<file path="src/design/wsd_pkg.sv">
// ----------------------------------------------------------------------------
// WebSocket deframer package
// Types, phase codes and opcode constants shared by the deframer modules.
// ----------------------------------------------------------------------------
`default_nettype none

package wsd_pkg;

    localparam logic [3:0] OP_TEXT   = 4'h1;
    localparam logic [3:0] OP_BINARY = 4'h2;
    localparam logic [3:0] OP_CLOSE  = 4'h8;
    localparam logic [3:0] OP_PING   = 4'h9;
    localparam logic [3:0] OP_PONG   = 4'hA;

    localparam logic [2:0] KIND_TEXT   = 3'd0;
    localparam logic [2:0] KIND_BINARY = 3'd1;
    localparam logic [2:0] KIND_PING   = 3'd2;
    localparam logic [2:0] KIND_PONG   = 3'd3;
    localparam logic [2:0] KIND_CLOSE  = 3'd4;

    localparam logic [7:0] OPCODE_MASK = 8'h0F;
    localparam logic [7:0] LEN7_MASK   = 8'h7F;
    localparam logic [7:0] MASK_FLAG   = 8'h80;
    localparam logic [6:0] LEN7_EXT16  = 7'd126;
    localparam logic [6:0] LEN7_EXT64  = 7'd127;

    localparam logic [2:0] EXT16_LAST = 3'd1;
    localparam logic [2:0] EXT64_LAST = 3'd7;
    localparam logic [2:0] KEY_LAST   = 3'd3;

    typedef enum logic [2:0] {
        PH_OPCODE = 3'd0,
        PH_LEN7   = 3'd1,
        PH_EXT16  = 3'd2,
        PH_EXT64  = 3'd3,
        PH_KEY    = 3'd4,
        PH_DATA   = 3'd5
    } t_phase;

    typedef struct packed {
        logic       known;
        logic [2:0] kind;
    } t_kind_info;

    typedef struct packed {
        logic       valid;
        logic [2:0] frame_kind;
        logic [7:0] payload_byte;
        logic       data_present;
        logic       frame_end;
    } t_result;

    function automatic t_kind_info opcode_kind(input logic [3:0] op);
        t_kind_info info;
        info.known = 1'b1;
        unique case (op)
            OP_TEXT:   info.kind = KIND_TEXT;
            OP_BINARY: info.kind = KIND_BINARY;
            OP_PING:   info.kind = KIND_PING;
            OP_PONG:   info.kind = KIND_PONG;
            OP_CLOSE:  info.kind = KIND_CLOSE;
            default: begin
                info.known = 1'b0;
                info.kind  = KIND_TEXT;
            end
        endcase
        return info;
    endfunction

endpackage

`default_nettype wire

</file>
<file path="src/design/wsd_parser.sv">
// ----------------------------------------------------------------------------
// WebSocket frame parser
// Holds the header parse state and, for each accepted byte, computes the next
// state and the optional result word in a single pass.
// ----------------------------------------------------------------------------
`default_nettype none

module wsd_parser #(
    parameter int LEN_BITS = 64
) (
    input  wire logic            i_clk,
    input  wire logic            i_rst_n,
    input  wire logic            i_take,
    input  wire logic [7:0]      i_rx_byte,
    output wsd_pkg::t_result     o_result
);

    wsd_pkg::t_phase      r_phase, n_phase;
    logic [3:0]           r_opcode, n_opcode;
    logic                 r_mask_on, n_mask_on;
    logic [LEN_BITS-1:0]  r_remaining, n_remaining;
    logic [2:0]           r_hdr_count, n_hdr_count;
    logic [31:0]          r_mask_key, n_mask_key;
    logic [1:0]           r_mask_lane, n_mask_lane;

    wsd_pkg::t_kind_info  kind_info;
    logic [6:0]           len7;
    logic [LEN_BITS-1:0]  len_shifted;
    logic                 last_data;
    logic [7:0]           key_byte;
    logic [7:0]           data_byte;

    assign kind_info   = wsd_pkg::opcode_kind(r_opcode);
    assign len7        = 7'(i_rx_byte & wsd_pkg::LEN7_MASK);
    assign len_shifted = {r_remaining[LEN_BITS-9:0], i_rx_byte};
    assign last_data   = (r_remaining[LEN_BITS-1:1] == '0);
    assign key_byte    = 8'(r_mask_key >> {3'(2'd3 - r_mask_lane), 3'd0});
    assign data_byte   = r_mask_on ? (i_rx_byte ^ key_byte) : i_rx_byte;

    always_comb begin
        n_phase     = r_phase;
        n_opcode    = r_opcode;
        n_mask_on   = r_mask_on;
        n_remaining = r_remaining;
        n_hdr_count = r_hdr_count;
        n_mask_key  = r_mask_key;
        n_mask_lane = r_mask_lane;
        unique case (r_phase)
            wsd_pkg::PH_LEN7: begin
                n_mask_on   = (i_rx_byte & wsd_pkg::MASK_FLAG) != 8'h00;
                n_remaining = '0;
                n_hdr_count = 3'd0;
                if (len7 == wsd_pkg::LEN7_EXT16) begin
                    n_phase = wsd_pkg::PH_EXT16;
                end else if (len7 == wsd_pkg::LEN7_EXT64) begin
                    n_phase = wsd_pkg::PH_EXT64;
                end else begin
                    n_remaining = LEN_BITS'(len7);
                    if (n_mask_on) begin
                        n_phase    = wsd_pkg::PH_KEY;
                        n_mask_key = '0;
                    end else begin
                        n_mask_lane = 2'd0;
                        n_phase = (len7 == 7'd0) ? wsd_pkg::PH_OPCODE : wsd_pkg::PH_DATA;
                    end
                end
            end
            wsd_pkg::PH_EXT16, wsd_pkg::PH_EXT64: begin
                n_remaining = len_shifted;
                if (r_hdr_count >= ((r_phase == wsd_pkg::PH_EXT16) ?
                                    wsd_pkg::EXT16_LAST : wsd_pkg::EXT64_LAST)) begin
                    n_hdr_count = 3'd0;
                    if (r_mask_on) begin
                        n_phase    = wsd_pkg::PH_KEY;
                        n_mask_key = '0;
                    end else begin
                        n_mask_lane = 2'd0;
                        n_phase = (len_shifted == '0) ? wsd_pkg::PH_OPCODE
                                                      : wsd_pkg::PH_DATA;
                    end
                end else begin
                    n_hdr_count = r_hdr_count + 3'd1;
                end
            end
            wsd_pkg::PH_KEY: begin
                n_mask_key = {r_mask_key[23:0], i_rx_byte};
                if (r_hdr_count >= wsd_pkg::KEY_LAST) begin
                    n_hdr_count = 3'd0;
                    n_mask_lane = 2'd0;
                    n_phase = (r_remaining == '0) ? wsd_pkg::PH_OPCODE : wsd_pkg::PH_DATA;
                end else begin
                    n_hdr_count = r_hdr_count + 3'd1;
                end
            end
            wsd_pkg::PH_DATA: begin
                n_mask_lane = r_mask_lane + 2'd1;
                if (last_data) begin
                    n_remaining = '0;
                    n_phase     = wsd_pkg::PH_OPCODE;
                end else begin
                    n_remaining = r_remaining - LEN_BITS'(1);
                end
            end
            default: begin
                n_opcode = 4'(i_rx_byte & wsd_pkg::OPCODE_MASK);
                n_phase  = wsd_pkg::PH_LEN7;
            end
        endcase
    end

    always_comb begin
        o_result = '0;
        unique case (r_phase)
            wsd_pkg::PH_LEN7: begin
                if ((i_rx_byte & wsd_pkg::MASK_FLAG) == 8'h00 && len7 == 7'd0) begin
                    o_result.valid = kind_info.known;
                end
            end
            wsd_pkg::PH_EXT16, wsd_pkg::PH_EXT64: begin
                if (r_hdr_count >= ((r_phase == wsd_pkg::PH_EXT16) ?
                                    wsd_pkg::EXT16_LAST : wsd_pkg::EXT64_LAST) &&
                    !r_mask_on && len_shifted == '0) begin
                    o_result.valid = kind_info.known;
                end
            end
            wsd_pkg::PH_KEY: begin
                if (r_hdr_count >= wsd_pkg::KEY_LAST && r_remaining == '0) begin
                    o_result.valid = kind_info.known;
                end
            end
            wsd_pkg::PH_DATA: begin
                if (kind_info.kind == wsd_pkg::KIND_PONG) begin
                    o_result.valid = kind_info.known && last_data;
                end else begin
                    o_result.valid        = kind_info.known;
                    o_result.payload_byte = data_byte;
                    o_result.data_present = 1'b1;
                end
                o_result.frame_end = last_data;
            end
            default: begin
                o_result.valid = 1'b0;
            end
        endcase
        if (r_phase != wsd_pkg::PH_DATA) begin
            o_result.frame_end = 1'b1;
        end
        o_result.frame_kind = kind_info.kind;
    end

    always_ff @(posedge i_clk) begin
        if (!i_rst_n) begin
            r_phase     <= wsd_pkg::PH_OPCODE;
            r_opcode    <= '0;
            r_mask_on   <= 1'b0;
            r_remaining <= '0;
            r_hdr_count <= '0;
            r_mask_key  <= '0;
            r_mask_lane <= '0;
        end else if (i_take) begin
            r_phase     <= n_phase;
            r_opcode    <= n_opcode;
            r_mask_on   <= n_mask_on;
            r_remaining <= n_remaining;
            r_hdr_count <= n_hdr_count;
            r_mask_key  <= n_mask_key;
            r_mask_lane <= n_mask_lane;
        end
    end

    a_data_has_bytes: assert property (@(posedge i_clk) disable iff (!i_rst_n)
        r_phase == wsd_pkg::PH_DATA |-> r_remaining != '0)
        else $error("data phase entered with no bytes remaining");

    a_key_needs_mask: assert property (@(posedge i_clk) disable iff (!i_rst_n)
        r_phase == wsd_pkg::PH_KEY |-> r_mask_on)
        else $error("mask key phase without mask flag");

    a_ext16_count: assert property (@(posedge i_clk) disable iff (!i_rst_n)
        r_phase == wsd_pkg::PH_EXT16 |-> r_hdr_count <= wsd_pkg::EXT16_LAST)
        else $error("16-bit length overran its byte count");

endmodule

`default_nettype wire

</file>
<file path="src/design/websocket_frame_deframer_core.sv">
// ----------------------------------------------------------------------------
// WebSocket frame deframer core
// Parses a received WebSocket byte stream and emits unmasked payload words.
// ----------------------------------------------------------------------------
// The input channel (i_valid, i_rx_byte, o_stall) takes one stream byte per
// word. The output channel (o_valid, payload fields, i_stall) delivers zero
// or one word per input byte: a payload byte with its frame kind, or an end
// marker for pong and empty frames. The last word of each frame has
// o_frame_end set. Frames with unknown opcodes produce no output.
// Each byte is parsed in the cycle it is accepted and its word is registered
// into the output queue. One byte can be accepted every cycle while o_stall
// is low; the parser's single-pass header and unmask logic sets the rate.
// A two-word output queue lets the core take a byte while a finished word
// waits; o_stall rises only when both queue entries are occupied.
// Reset returns the parser to the start of a frame and empties the queue.
// ----------------------------------------------------------------------------
`default_nettype none

module websocket_frame_deframer_core #(
    parameter int LEN_BITS = 64
) (
    input  wire logic       i_clk,
    input  wire logic       i_rst_n,
    input  wire logic       i_valid,
    output logic            o_stall,
    input  wire logic [7:0] i_rx_byte,
    output logic            o_valid,
    input  wire logic       i_stall,
    output logic [2:0]      o_frame_kind,
    output logic [7:0]      o_payload_byte,
    output logic            o_data_present,
    output logic            o_frame_end
);

    wsd_pkg::t_result result;
    wsd_pkg::t_result r_head;
    wsd_pkg::t_result r_skid;
    logic             r_head_valid;
    logic             r_skid_valid;
    logic             take;
    logic             push;
    logic             pop;

    assign o_stall = r_skid_valid;
    assign take    = i_valid && !r_skid_valid;
    assign push    = take && result.valid;
    assign pop     = r_head_valid && !i_stall;

    wsd_parser #(
        .LEN_BITS(LEN_BITS)
    ) u_parser (
        .i_clk     (i_clk),
        .i_rst_n   (i_rst_n),
        .i_take    (take),
        .i_rx_byte (i_rx_byte),
        .o_result  (result)
    );

    always_ff @(posedge i_clk) begin
        if (!i_rst_n) begin
            r_head_valid <= 1'b0;
            r_skid_valid <= 1'b0;
        end else if (pop) begin
            if (r_skid_valid) begin
                r_head <= r_skid;
                if (push) begin
                    r_skid <= result;
                end else begin
                    r_skid_valid <= 1'b0;
                end
            end else if (push) begin
                r_head <= result;
            end else begin
                r_head_valid <= 1'b0;
            end
        end else if (push) begin
            if (r_head_valid) begin
                r_skid       <= result;
                r_skid_valid <= 1'b1;
            end else begin
                r_head       <= result;
                r_head_valid <= 1'b1;
            end
        end
    end

    assign o_valid        = r_head_valid;
    assign o_frame_kind   = r_head.frame_kind;
    assign o_payload_byte = r_head.payload_byte;
    assign o_data_present = r_head.data_present;
    assign o_frame_end    = r_head.frame_end;

    a_skid_behind_head: assert property (@(posedge i_clk) disable iff (!i_rst_n)
        r_skid_valid |-> r_head_valid)
        else $error("skid entry occupied while head is empty");

    a_stalled_push_fills_skid: assert property (@(posedge i_clk) disable iff (!i_rst_n)
        push && r_head_valid && i_stall |=> r_skid_valid)
        else $error("word pushed behind a stalled head was lost");

    a_pop_skid_keeps_head: assert property (@(posedge i_clk) disable iff (!i_rst_n)
        pop && r_skid_valid |=> r_head_valid)
        else $error("skid word dropped when head was taken");

endmodule

`default_nettype wire
</file>
<file path="config.mk">
export PLATFORM = sky130hd
export DESIGN_NAME = websocket_frame_deframer_core
export DESIGN_NICKNAME = d
export VERILOG_FILES = /design/src/design/wsd_pkg.sv /design/src/design/wsd_parser.sv /design/src/design/websocket_frame_deframer_core.sv
export SDC_FILE = /design/constraint.sdc
export NUM_CORES = 1
export LEC_CHECK = 0
export ABC_AREA = 1
export BUFFER_PORTS_ARGS = -buffer_cell sky130_fd_sc_hd__buf_2
export CORE_ASPECT_RATIO = 1.1
export CORE_UTILIZATION = 30
export CTS_CLUSTER_SIZE = 20
export DETAILED_ROUTE_END_ITERATION = 16
export GPL_TIMING_DRIVEN = 0
export HOLD_SLACK_MARGIN = 0.05
export PLACE_DENSITY = 0.54
export SLEW_MARGIN = 20
export SYNTH_ARGS = -nofsm -noshare
export SYNTH_HDL_FRONTEND = slang
export SYNTH_SLANG_ARGS = --single-unit
</file>
<file path="constraint.sdc">
create_clock -name i_clk -period 3.2 [get_ports i_clk]
set_input_delay 0.48 -clock i_clk [delete_from_list [all_inputs] [get_ports i_clk]]
set_output_delay 0.48 -clock i_clk [all_outputs]
set_load 0.02 [all_outputs]
</file>
### Yosys cells after proc, flatten, opt, wreduce, memory -nomap -nowiden

Cells that the tools add are included.
W data, S select, Z words.

* bits in registers: 137
* bits in latches: 0
* RAM bits: 0
* bits in read-only memories: 0
* input port bits: 12
* output and inout port bits: 15
* word-level logic and storage cells: 150
* memories: 0

* add/subtract/negate cells: 4
* multiply operators: 0
* div/mod/pow operators: 0
* $lt $le $gt $ge: 2
* equal/unequal tests: 27
* shift operators: 1
* muxes and demuxes: 61
* bitwise logic cells: 2
* reductions and logical operators: 36

Operator list (count)
* $pmux W64 S3: 1
* $mux W32: 5
* $logic_not A64 Y1: 2
* $mux W64: 2
* $pmux W32 S3: 1
* $mux W14: 5
* $sub A64 B1 Y64 const B: 1
* $logic_not A63 Y1: 1
* $mux W13: 4
* $mux W3: 13
* $shr A32 B6 Y8: 1
* $pmux W3 S4: 2
* $ne A2 B2 Y1 const B: 8
* $mux W1: 15
* $eq A7 B7 Y1 const B: 2
* $eq A4 B4 Y1 const B: 3
* $mux W2: 6
* $reduce_and A4 Y1: 3
* $mux W10: 1
* $ne A2 B1 Y1 const B: 5
* $reduce_and A2 Y1: 5
* $reduce_or A5 Y1: 2
* $eq A3 B2 Y1 const B: 3
* $mux W9: 1
* 28 further kinds: 41

### Longest topological paths before layout

Gate-level depths: netlist of run 1.

* depth in word-level cells: 11
* gate-level depth with buffers: 17
* mapped depth without buffers: 16

### Modules after synthesis

Synthesis of run 1 repeated with hierarchy kept, for this count alone.

* cell total of the unflattened synthesis: 1392
* area, all modules: 8708.4 um2

Modules (own cells, without submodules)
* wsd_parser: instances 1, cells each 1302, area an instance 7552.2 um2
* websocket_frame_deframer_core: instances 1, cells each 90, area an instance 1156.1 um2

### Worst setup path before layout of run 1

Ideal clock, no wire load.

* path type: reg-to-reg
* start: reg u_parser.r_phase[2]
* end: reg r_head, in the netlist o_data_present, enable pin
* library setup time: 0.382 ns
* arrival time: 2.690 ns
* data required time: 2.818 ns
* slack: 0.128 ns
* cell stages (with the launch flop): 18
* path buffers: 2
* period minus slack after synthesis: 3.072 ns
* cell sequence: dfxtp_1 -> inv_2 -> nand2_1 -> clkbuf_1 -> buf_1 -> nor2_1 -> ha_1 -> a21o_1 -> a21oi_1 -> nor2_1 -> nand3_1 -> nand2_1 -> nand2_1 -> nand2_1 -> nand2_2 -> nand2_1 -> nand2_1 -> nor2_1

* cells in the longest elaborated chain, start to end: 10
* elaborated cells on any way between the ends: 16
* classes of those cells: order compare (1); eq/ne (5); mux (3); reduce/logical (7)

Ends and longest elaborated chain
* start: declaration: RTL line wsd_parser.sv:18 `wsd_pkg::t_phase r_phase, n_phase;`
* start signal: assignment: RTL line wsd_parser.sv:153 `r_phase <= wsd_pkg::PH_OPCODE;`
* start signal: assignment: RTL line wsd_parser.sv:161 `r_phase <= n_phase;`
* $eq A3 B2 Y1: RTL line wsd_parser.sv:113, wsd_parser.sv:120
* $mux W3: RTL line wsd_parser.sv:120 `if (r_hdr_count >= ((r_phase == wsd_pkg::PH_EXT16) ?`
* $ge A3 B3 Y1: RTL line wsd_parser.sv:120
* $logic_and A1 B1 Y1: RTL line wsd_parser.sv:121 `wsd_pkg::EXT16_LAST : wsd_pkg::EXT64_LAST) &&`
* $logic_and A1 B1 Y1: RTL line wsd_parser.sv:122 `!r_mask_on && len_shifted == '0) begin`
* $mux W1: RTL line wsd_parser.sv:120
* $pmux W1 S4 (*): RTL line wsd_parser.sv:113 `unique case (r_phase)`
* $logic_and A1 B1 Y1 (*): RTL line websocket_frame_deframer_core.sv:46 `assign push = take && result.valid;`
* $reduce_bool A2 Y1 (no source line)
* $reduce_and A4 Y1 (no source line) (*)
* end signal: assignment: RTL line websocket_frame_deframer_core.sv:65 `r_head <= r_skid;`
* end signal: assignment: RTL line websocket_frame_deframer_core.sv:72 `r_head <= result;`
* end signal: assignment: RTL line websocket_frame_deframer_core.sv:81 `r_head <= result;`
* end: declaration: RTL line websocket_frame_deframer_core.sv:36 `wsd_pkg::t_result r_head;`

Every way passes the cells marked *; elsewhere a longest branch is shown, timed or not.
A chain may end at the register's enable or synchronous reset.

### Worst setup path in the final report of run 1

* start: reg u_parser.r_phase[2]
* end: reg r_head, in the netlist o_payload_byte[0], enable pin

Same word-level chain as after synthesis.

==> impl_metrics.toml, run 1 <==
[routing]
viasPerCell = 5.095
wl_per_cell_um = 16.35
vias = 8437
post-route-drc-count = 0
ant_nets = 0
drtIter0Drc = 602
drtPass1Iterations = 5
wirelength_um = 27080

[floorplan]
die_w_um = 161.7
start_util_pct = 30.86
ios = 27
die-area_mm2 = 0.02873
core_area_mm2 = 0.02727
fp.dieH_um = 177.7
fp-row-count = 63

[critical_path]
rr_startpoint = "u_parser.r_phase[2]"
slowest_stage = "clkbuf_4"
critPathCaptureType = "register"
cp_max_fo = 19
timing.critical_path.mode_cell = "nand2_1"
worst_path_largest_cell_delay_ps = 360
r2r_slack_ps = 290
r2r_cells = 16
cp.required_ps = 3310
arrival_ps = 3010
reg2reg_to = "o_payload_byte[0]"
critPathKind = "reg2reg"
path_cells = "inv_2 > nand2_1 > clkbuf_4 > nor2_1 > ha_1 > a21o_1 > a21oi_1 > nor2_1 > nand3_1 > nand2_1 > nand2_1 > nand2_1 > nand2_2 > nand2_1 > nand2_1 > nor2_4"
start_kind = "register"

[layout]
antennaDiodeCount = 0
drive_above_1_share_pct = 12.39
layout_commonest_cell = "nand2_1"
final_cell_count_no_fill = 1656
nets = 1304
n_fill_cell = 2981
area_delta_synth_final_pct = 14.05
most-common-layout-cells = "309 x nand2_1, 175 x nor2_1, 132 x a21oi_1, 111 x dfxtp_1, 71 x inv_1"

[grt]
grt_max_degree = 20
grt_pass1_vias = 7930
grt_antenna_before_repair = 0
grt_pass1_wl_um = 44100
globalRouteTotalUtil_pct = 19.91
grt_overflow = 0

[clocking]
cts_root_buf = "clkbuf_16"
postCtsHoldBufs = 0
cts_buffers = 17
clock_latency_ps = 440
clockBufferDepth = 2
clk_pin_slew_ps = 60
htree_num_levels = 4
cts_tree = "built"
cts.sinks = 137

[placement]
dp_hpwl_um = 20860
dp.cells = 1625
io_buffers = 26
globalplace.congestion = 0.8889

[sta]
setup_viol = 0
post-route-period-util_pct = 90.79
grt_setup_unrepaired = "false"
fin_skew_ps = 13.99
tightest_slew_ps = 734.1
setup_tns_ps = 0
max_freq_mhz = 344.2
min_period_ps = 2905
hold_violations = 0
relSlewSlack_pct = 51.06
drv_slew = 0

[power_and_ir_drop]
cellPowerDensity_mw_per_mm2 = 610.1
p_leak_nw = 4.050
ir_drop_v = 0.0002955

[synth]
avgSynthCellArea_um2 = 6.776
dominantRegCellSynth = "dfxtp_1"
ys_ff_latch = 137
syn_area_mm2 = 0.008416
ys_warn_count = 0
synthCells = 1242
synth_edf_count = 26
synth.distinct_cells = 49
ys_async_sr_fraction_pct = 0
synth_seq_area_share_pct = 35.68
synthesis.nets = 1260

[worst_hold_path]
hp-start = "i_rst_n"
whs_endpoint = "u_parser.r_mask_lane[0]"
whs_path_depth = 3
hp-class = "in2reg"

[run]
maxCapViolCount = 0

[status]
outcome = "finished clean"
report_power, final:
group	total [W]	internal [W]	switching [W]
clock	0.00203	0.00116	0.000865
combinational	0.00186	0.000601	0.00125
sequential	0.00197	0.00187	0.000104
total	0.00586	0.00363	0.00222
cell type report:
class / count / area [um^2] / share of cell area (%)
multi-input cells: 964 / 4826 / 50.28
repair buffers: 26 / 130.1 / 1.356
inverters: 87 / 326.6 / 3.402
clock inverters: 15 / 165.2 / 1.721
flip-flops and latches: 137 / 3003 / 31.29
plain buffers: 53 / 275.3 / 2.868
clock buffers: 17 / 425.4 / 4.432
well taps: 357 / 446.7 / 4.654
cells by family (layout without fill, tap and decap cells):
| family | after synthesis | in the layout | synth area share [%] |
|---|---|---|---|
| XOR/XNOR | 41 | 41 | 4.267 |
| adder cells (fa/ha/maj) | 6 | 6 | 0.8920 |
| AO/OA/AOI/OAI | 249 | 249 | 16.35 |
| buffers and inverters | 141 | 198 | 7.151 |
| AND/OR/NAND/NOR | 668 | 668 | 35.65 |
| flip-flops | 137 | 137 | 35.68 |
how the worst max path moves through the flow:
| stage | from | cells past startpoint | end |
|---|---|---|---|
| finish | u_parser.r_phase[2] | 16 | o_payload_byte[0] |
| global route | u_parser.r_phase[2] | 16 | o_frame_kind[0] |
| detailed placement | u_parser.r_phase[2] | 17 | o_payload_byte[7] |
| floorplan | u_parser.r_phase[2] | 17 | o_data_present |
| CTS | u_parser.r_phase[2] | 16 | o_payload_byte[7] |
| global placement | u_parser.r_phase[2] | 17 | o_payload_byte[7] |
state kept, by name, indices dropped and copies added, names as in the netlist:
name,cells
u_parser.r_hdr_count,3
u_parser.r_mask_lane,2
o_stall,1
u_parser.r_phase,3
o_frame_kind,3
o_frame_end,1
u_parser.r_opcode,4
o_valid,1
r_skid,13
u_parser.r_mask_key,32
o_data_present,1
u_parser.r_mask_on,1
o_payload_byte,8
u_parser.r_remaining,64
routing by layer:
metal  vias up  GRT usage, %  wire, um
li1       4215             -         -
met1      3963         26.10     12620
met2       222         33.33     12750
met3        37         3.015      1210
met4         0         6.525       502
met5         -             0         0
what timing repair did:
action                                  in CTS  in global routing
buffers inserted                             0                  0
endpoints found under the setup margin      59                 13
cloned                                       0                  0
resized for setup                            5                  2
critical path: cells and delay by family (launching register included):
family,cells,cell delay (ps)
and+or+nand+nor,11,1330
buffers and inverters,2,420
DFF,1,340
adders and majority gates,1,290
AOI/OAI and AO/OA,2,190
synth_stat cells (3+ instances only):
cell      number  area share, %
nand3b_1       3           0.27
a31oi_1       25            1.9
nor3_1        41            2.4
edfxtp_1      26            9.3
buf_2         10           0.59
nor2_2        20            1.5
o21ai_1       10           0.59
inv_1         71            3.2
ha_1           6           0.89
buf_1          3           0.13
nor2_4         9            1.2
xnor2_1        9           0.94
nand2_1      309             14
nor2_1       177            7.9
nand3_1       65            3.9
dfxtp_1      111             26
nand4_1        7           0.52
nor3_4         3           0.58
buf_6          6           0.80
a21oi_1      132            7.9
o22ai_1       13           0.97
inv_2         16           0.71
xor2_1        32            3.3
o21a_1         3           0.27
o21ai_0       49            2.9
nand2_2       14            1.0
o32ai_1        9           0.94
buf_4          4           0.36
clkbuf_1      31            1.4
stage by stage:
stage          worst slack [ps]  utilization [%]  instance area, um^2  total power [W]  hold WS [ps]
2_1_floorplan             127.8                -                 8416         0.003353         445.2
3_3_place_gp             -756.6            32.97                 8992         0.003843         464.6
3_5_place_dp             -873.3            32.97                 8992         0.003852         468.9
4_1_cts                   149.0            35.18                 9595         0.005890         357.1
5_1_grt                   25.83            35.19                 9598         0.006185         376.9
6_report                  294.8            35.19                 9598         0.005856         369.6
No activity file was read; power rests on OpenSTA's default activity.
==> run 2: changes to the inputs <==
- BUFFER_PORTS_ARGS: -buffer_cell sky130_fd_sc_hd__buf_2 -> unset
- DONT_BUFFER_PORTS: unset -> 1
- PLACE_DENSITY: 0.54 -> 0.53
- SKIP_CTS_REPAIR_TIMING: unset -> 1
==> run 2 against run 1 <==
Flip-flop and latch count unchanged; clock power up 3%; sequential power about the same; worst setup slack better by 28 ps; via count down 2.4%; critical endpoint is now o_payload_byte[1].
==> impl_metrics.toml, run 2 (synthesized netlist as in run 1, its figures left out) <==
[layout]
area_delta_synth_final_pct = 12.70
utilization_pct = 34.77
most-common-layout-cells = "309 x nand2_1, 175 x nor2_1, 132 x a21oi_1, 111 x dfxtp_1, 71 x inv_1"
top_register = "u_parser.r_remaining"
antennaDiodeCount = 0
nets = 1278
multi_input_area_mm2 = 0.004826
n_fill_cell = 3041
largest_reg_flops = 64
layout_commonest_cell = "nand2_1"
drive_above_1_share_pct = 10.45
final_cell_count_no_fill = 1630
design_area_mm2 = 0.009484
ff_latch_area_mm2 = 0.003003
largestRegisters = "u_parser.r_remaining: 64 flops, u_parser.r_mask_key: 32 flops, r_skid: 13 flops"

[routing]
vias = 8236
viasPerCell = 5.053
wl_per_cell_um = 16.76
post-route-drc-count = 0
drtIter0Drc = 612
drtPass1Iterations = 5
wirelength_um = 27320
ant_nets = 0

[critical_path]
arrival_ps = 2980
timing.critical_path.mode_cell = "nand2_1"
slowest_stage = "clkbuf_4"
worst_path_largest_cell_delay_ps = 370
path_cells = "inv_2 > nand2_1 > clkbuf_4 > nor2_1 > ha_1 > a21o_1 > a21oi_1 > nor2_1 > nand3_1 > nand2_1 > nand2_1 > nand2_1 > nand2_2 > nand2_1 > nand2_1 > nor2_4"
r2r_slack_ps = 320
start_kind = "register"
cp_max_fo = 19
r2r_cells = 16
cp.required_ps = 3300
critPathCaptureType = "register"
critPathKind = "reg2reg"

[sta]
whs_ps = 218.0
max_freq_mhz = 347.5
setup_viol = 0
hold_violations = 0
grt_setup_unrepaired = "false"
relSlewSlack_pct = 55.34
drv_slew = 0
fin_skew_ps = 11.49
tightest_slew_ps = 669.8
post-route-period-util_pct = 89.92
min_period_ps = 2877

[run]
maxCapViolCount = 0

[grt]
use_met3_pct = 3.646
globalRouteTotalUtil_pct = 19.65
top_usage_layer = "met2"
grt_overflow = 0
grt_pass1_vias = 7828
use_met1_pct = 24.67
grt_pass1_wl_um = 43240
grt_antenna_before_repair = 0
grt_max_degree = 17
met2_usage_pct = 32.83

[floorplan]
fp-row-count = 63
ios = 27
die_w_um = 161.7
fp.dieH_um = 177.7
start_util_pct = 30.86
die-area_mm2 = 0.02873
core_area_mm2 = 0.02727

[placement]
io_buffers = 0
dp_hpwl_um = 20890
post_dp_cell_area_mm2 = 0.008862
globalplace.congestion = 0.9090
dp.cells = 1599

[clocking]
clockBufferDepth = 2
clk_pin_slew_ps = 60
htree_num_levels = 4
cts_buffers = 17
clock_latency_ps = 430
cts_tree = "built"
cts_root_buf = "clkbuf_16"
cts.sinks = 137

[status]
outcome = "finished clean"

[power_and_ir_drop]
cellPowerDensity_mw_per_mm2 = 623.6
ir_drop_v = 0.0003587
p_leak_nw = 3.953

[worst_hold_path]
whs_path_depth = 2
hp-class = "in2reg"
## run 2: changes by cell type in the layout (fill, tap and decap cells not counted), sizes merged
cell | previous run | this run
bufinv | 2 | 3
clkbuf | 48 | 52
buf | 48 | 22
inv | 93 | 89
clkinvlp | 4 | 3
## run 2: metrics by stage
step | power, W | TNS (ps) | worst slack (ps)
after floorplan | 0.003353 | 0 | 127.8
after global placement | 0.003835 | -18260 | -731.6
after detailed placement | 0.003839 | -19070 | -766.3
after CTS | 0.005927 | -20390 | -782.8
after global routing | 0.006217 | 0 | 77.87
final | 0.005915 | 0 | 322.5
## run 2: cell type report
type / instances / share of cell area (%)
plain buffers: 53 / 2.902
inverters: 87 / 3.443
multi-input cells: 964 / 50.88
flip-flops and latches: 137 / 31.66
clock buffers: 21 / 4.855
well taps: 357 / 4.710
clock inverters: 11 / 1.544
## run 2: worst max-delay path: cells and delay by family, from the launching register on
kind | cells | cell delay (ps)
and+or+nand+nor | 11 | 1280
AOI/OAI and AO/OA | 2 | 180
DFF | 1 | 340
buffers and inverters | 2 | 430
adders and majority gates | 1 | 290
## run 2: power breakdown
group | switching (W) | internal, W
logic | 0.00125 | 0.000595
registers | 0.000107 | 0.00187
clock network | 0.000823 | 0.00127
## run 2: final timing paths
kind | start | end
setup / recovery | u_parser.r_phase[2] | o_payload_byte[1]
hold / removal | i_rx_byte[2] | u_parser.r_remaining[2]
setup reg to reg | u_parser.r_phase[2] | o_payload_byte[1]
hold reg to reg | u_parser.r_opcode[1] | u_parser.r_opcode[1]
## run 2: per-layer routing
metal / vias up / share of wire, %
met2: 202 / 46
li1: 4153 / -
met4: 0 / 3.1
met3: 49 / 4.9
met5: - / 0
met1: 3832 / 45
==> run 3: changes to the inputs <==
- CTS_BUF_LIST: unset -> sky130_fd_sc_hd__clkbuf_4 sky130_fd_sc_hd__clkbuf_8
==> run 3 against run 2 <==
Via count down 0.18%; maximum frequency up 0.28%; hold slack lost 31 ps; critical endpoint is now o_frame_kind[2].
==> impl_metrics.toml, run 3 (synthesized netlist as in run 1, its figures left out) <==
[floorplan]
ios = 27
die_w_um = 161.7
start_util_pct = 30.86
core_area_mm2 = 0.02727
die-area_mm2 = 0.02873
fp-row-count = 63
fp.dieH_um = 177.7

[layout]
ff_latch_area_mm2 = 0.003003
multi_input_area_mm2 = 0.004826
nets = 1278
layout_commonest_cell = "nand2_1"
top_register = "u_parser.r_remaining"
utilization_pct = 34.10
most-common-layout-cells = "309 x nand2_1, 175 x nor2_1, 132 x a21oi_1, 111 x dfxtp_1, 71 x inv_1"
largest_reg_flops = 64
largestRegisters = "u_parser.r_remaining: 64 flops, u_parser.r_mask_key: 32 flops, r_skid: 13 flops"
antennaDiodeCount = 0
drive_above_1_share_pct = 10.60
n_fill_cell = 3064
area_delta_synth_final_pct = 10.51

[routing]
post-route-drc-count = 0
wl_per_cell_um = 16.68
viasPerCell = 5.044
drtPass1Iterations = 5
wirelength_um = 27190
vias = 8221
ant_nets = 0
drtIter0Drc = 634

[critical_path]
cp_max_fo = 19
start_kind = "register"
rr_startpoint = "u_parser.r_phase[2]"
reg2reg_to = "o_frame_kind[2]"
r2r_slack_ps = 330
critPathCaptureType = "register"
cp.required_ps = 3330
critPathKind = "reg2reg"
r2r_cells = 16
arrival_ps = 3000

[sta]
setup_tns_ps = 0
tightest_slew_ps = 669.4
relSlewSlack_pct = 55.38
whs_ps = 187.2
fin_skew_ps = 19.99
drv_slew = 0
min_period_ps = 2870
setup_viol = 0
max_freq_mhz = 348.5
hold_violations = 0
post-route-period-util_pct = 89.67
grt_setup_unrepaired = "false"

[placement]
dp_hpwl_um = 20890
io_buffers = 0
globalplace.congestion = 0.9090

[grt]
met2_usage_pct = 32.63
use_met3_pct = 3.529
globalRouteTotalUtil_pct = 19.59
grt_antenna_before_repair = 0
top_usage_layer = "met2"
grt_overflow = 0
grt_pass1_vias = 7847
grt_pass1_wl_um = 43190
use_met1_pct = 24.65
grt_max_degree = 17

[worst_hold_path]
hp-start = "i_rx_byte[2]"
hp-class = "in2reg"
whs_endpoint = "u_parser.r_remaining[2]"
whs_path_depth = 2

[clocking]
htree_num_levels = 4
clock_latency_ps = 460
cts_buffers = 17
clk_pin_slew_ps = 90
clockBufferDepth = 2
cts_tree = "built"
cts_root_buf = "clkbuf_8"
cts.sinks = 137

[power_and_ir_drop]
p_leak_nw = 3.872
cellPowerDensity_mw_per_mm2 = 580.3
ir_drop_v = 0.0002766

[status]
outcome = "finished clean"

[run]
maxCapViolCount = 0
==> run 3: cell counts in the layout (fill, tap and decap cells not counted) <==
No cell type changed its count.
==> run 3: layer usage <==
layer  wire, um  share of wire, %
met4        896               3.3
met1      12380                46
met2      12570                46
met5          0                 0
met3       1340               4.9
==> run 3: cell type report <==
class,instances,area share (%)
Sequential cell,137,32.29
Clock buffer,21,2.973
Multi-Input combinational cell,964,51.89
Inverter,87,3.511
Tap cell,357,4.803
Clock inverter,11,1.574
Buffer,53,2.960
==> run 3: report_power, final <==
group / total, W / internal (W) / leakage [nW] / switching (W)
Clock: 0.00158 / 0.000831 / 0.210 / 0.000750
Combinational: 0.00184 / 0.000595 / 2.53 / 0.00125
Sequential: 0.00198 / 0.00187 / 1.14 / 0.000107
==> run 3: worst max path at each step <==
stage / from / to / slack (ps) / cells after the start
final: u_parser.r_phase[2] / o_frame_kind[2] / 330 / 16
after global routing: u_parser.r_phase[2] / o_frame_kind[0] / 70 / 16
after CTS: u_parser.r_phase[2] / o_frame_kind[2] / -790 / 17
after detailed placement: u_parser.r_phase[2] / o_payload_byte[1] / -770 / 17
after global placement: u_parser.r_phase[2] / o_payload_byte[1] / -730 / 17
after floorplan: u_parser.r_phase[2] / o_data_present / 130 / 17
==> run 3: critical path: stages, from the launching register on <==
cell      delay [ps]
dfxtp_1          350
inv_2             60
nand2_1          180
clkbuf_4         360
nor2_1           110
ha_1             290
a21o_1           110
a21oi_1           70
nor2_1           110
nand3_1          100
nand2_1           80
nand2_1           50
nand2_1           60
nand2_2           90
nand2_1           80
nand2_1           90
nor2_4           320
==> run 3: stage by stage <==
stage          std cells  worst slack (ps)  total power, W  area, um^2
2_1_floorplan       1242             127.8        0.003353        8416
3_3_place_gp        1599            -731.6        0.003835        8862
3_5_place_dp        1599            -766.3        0.003839        8862
4_1_cts             1631            -792.4        0.005418        9285
5_1_grt             1630             68.92        0.005712        9300
6_report            1630             330.5        0.005397        9300
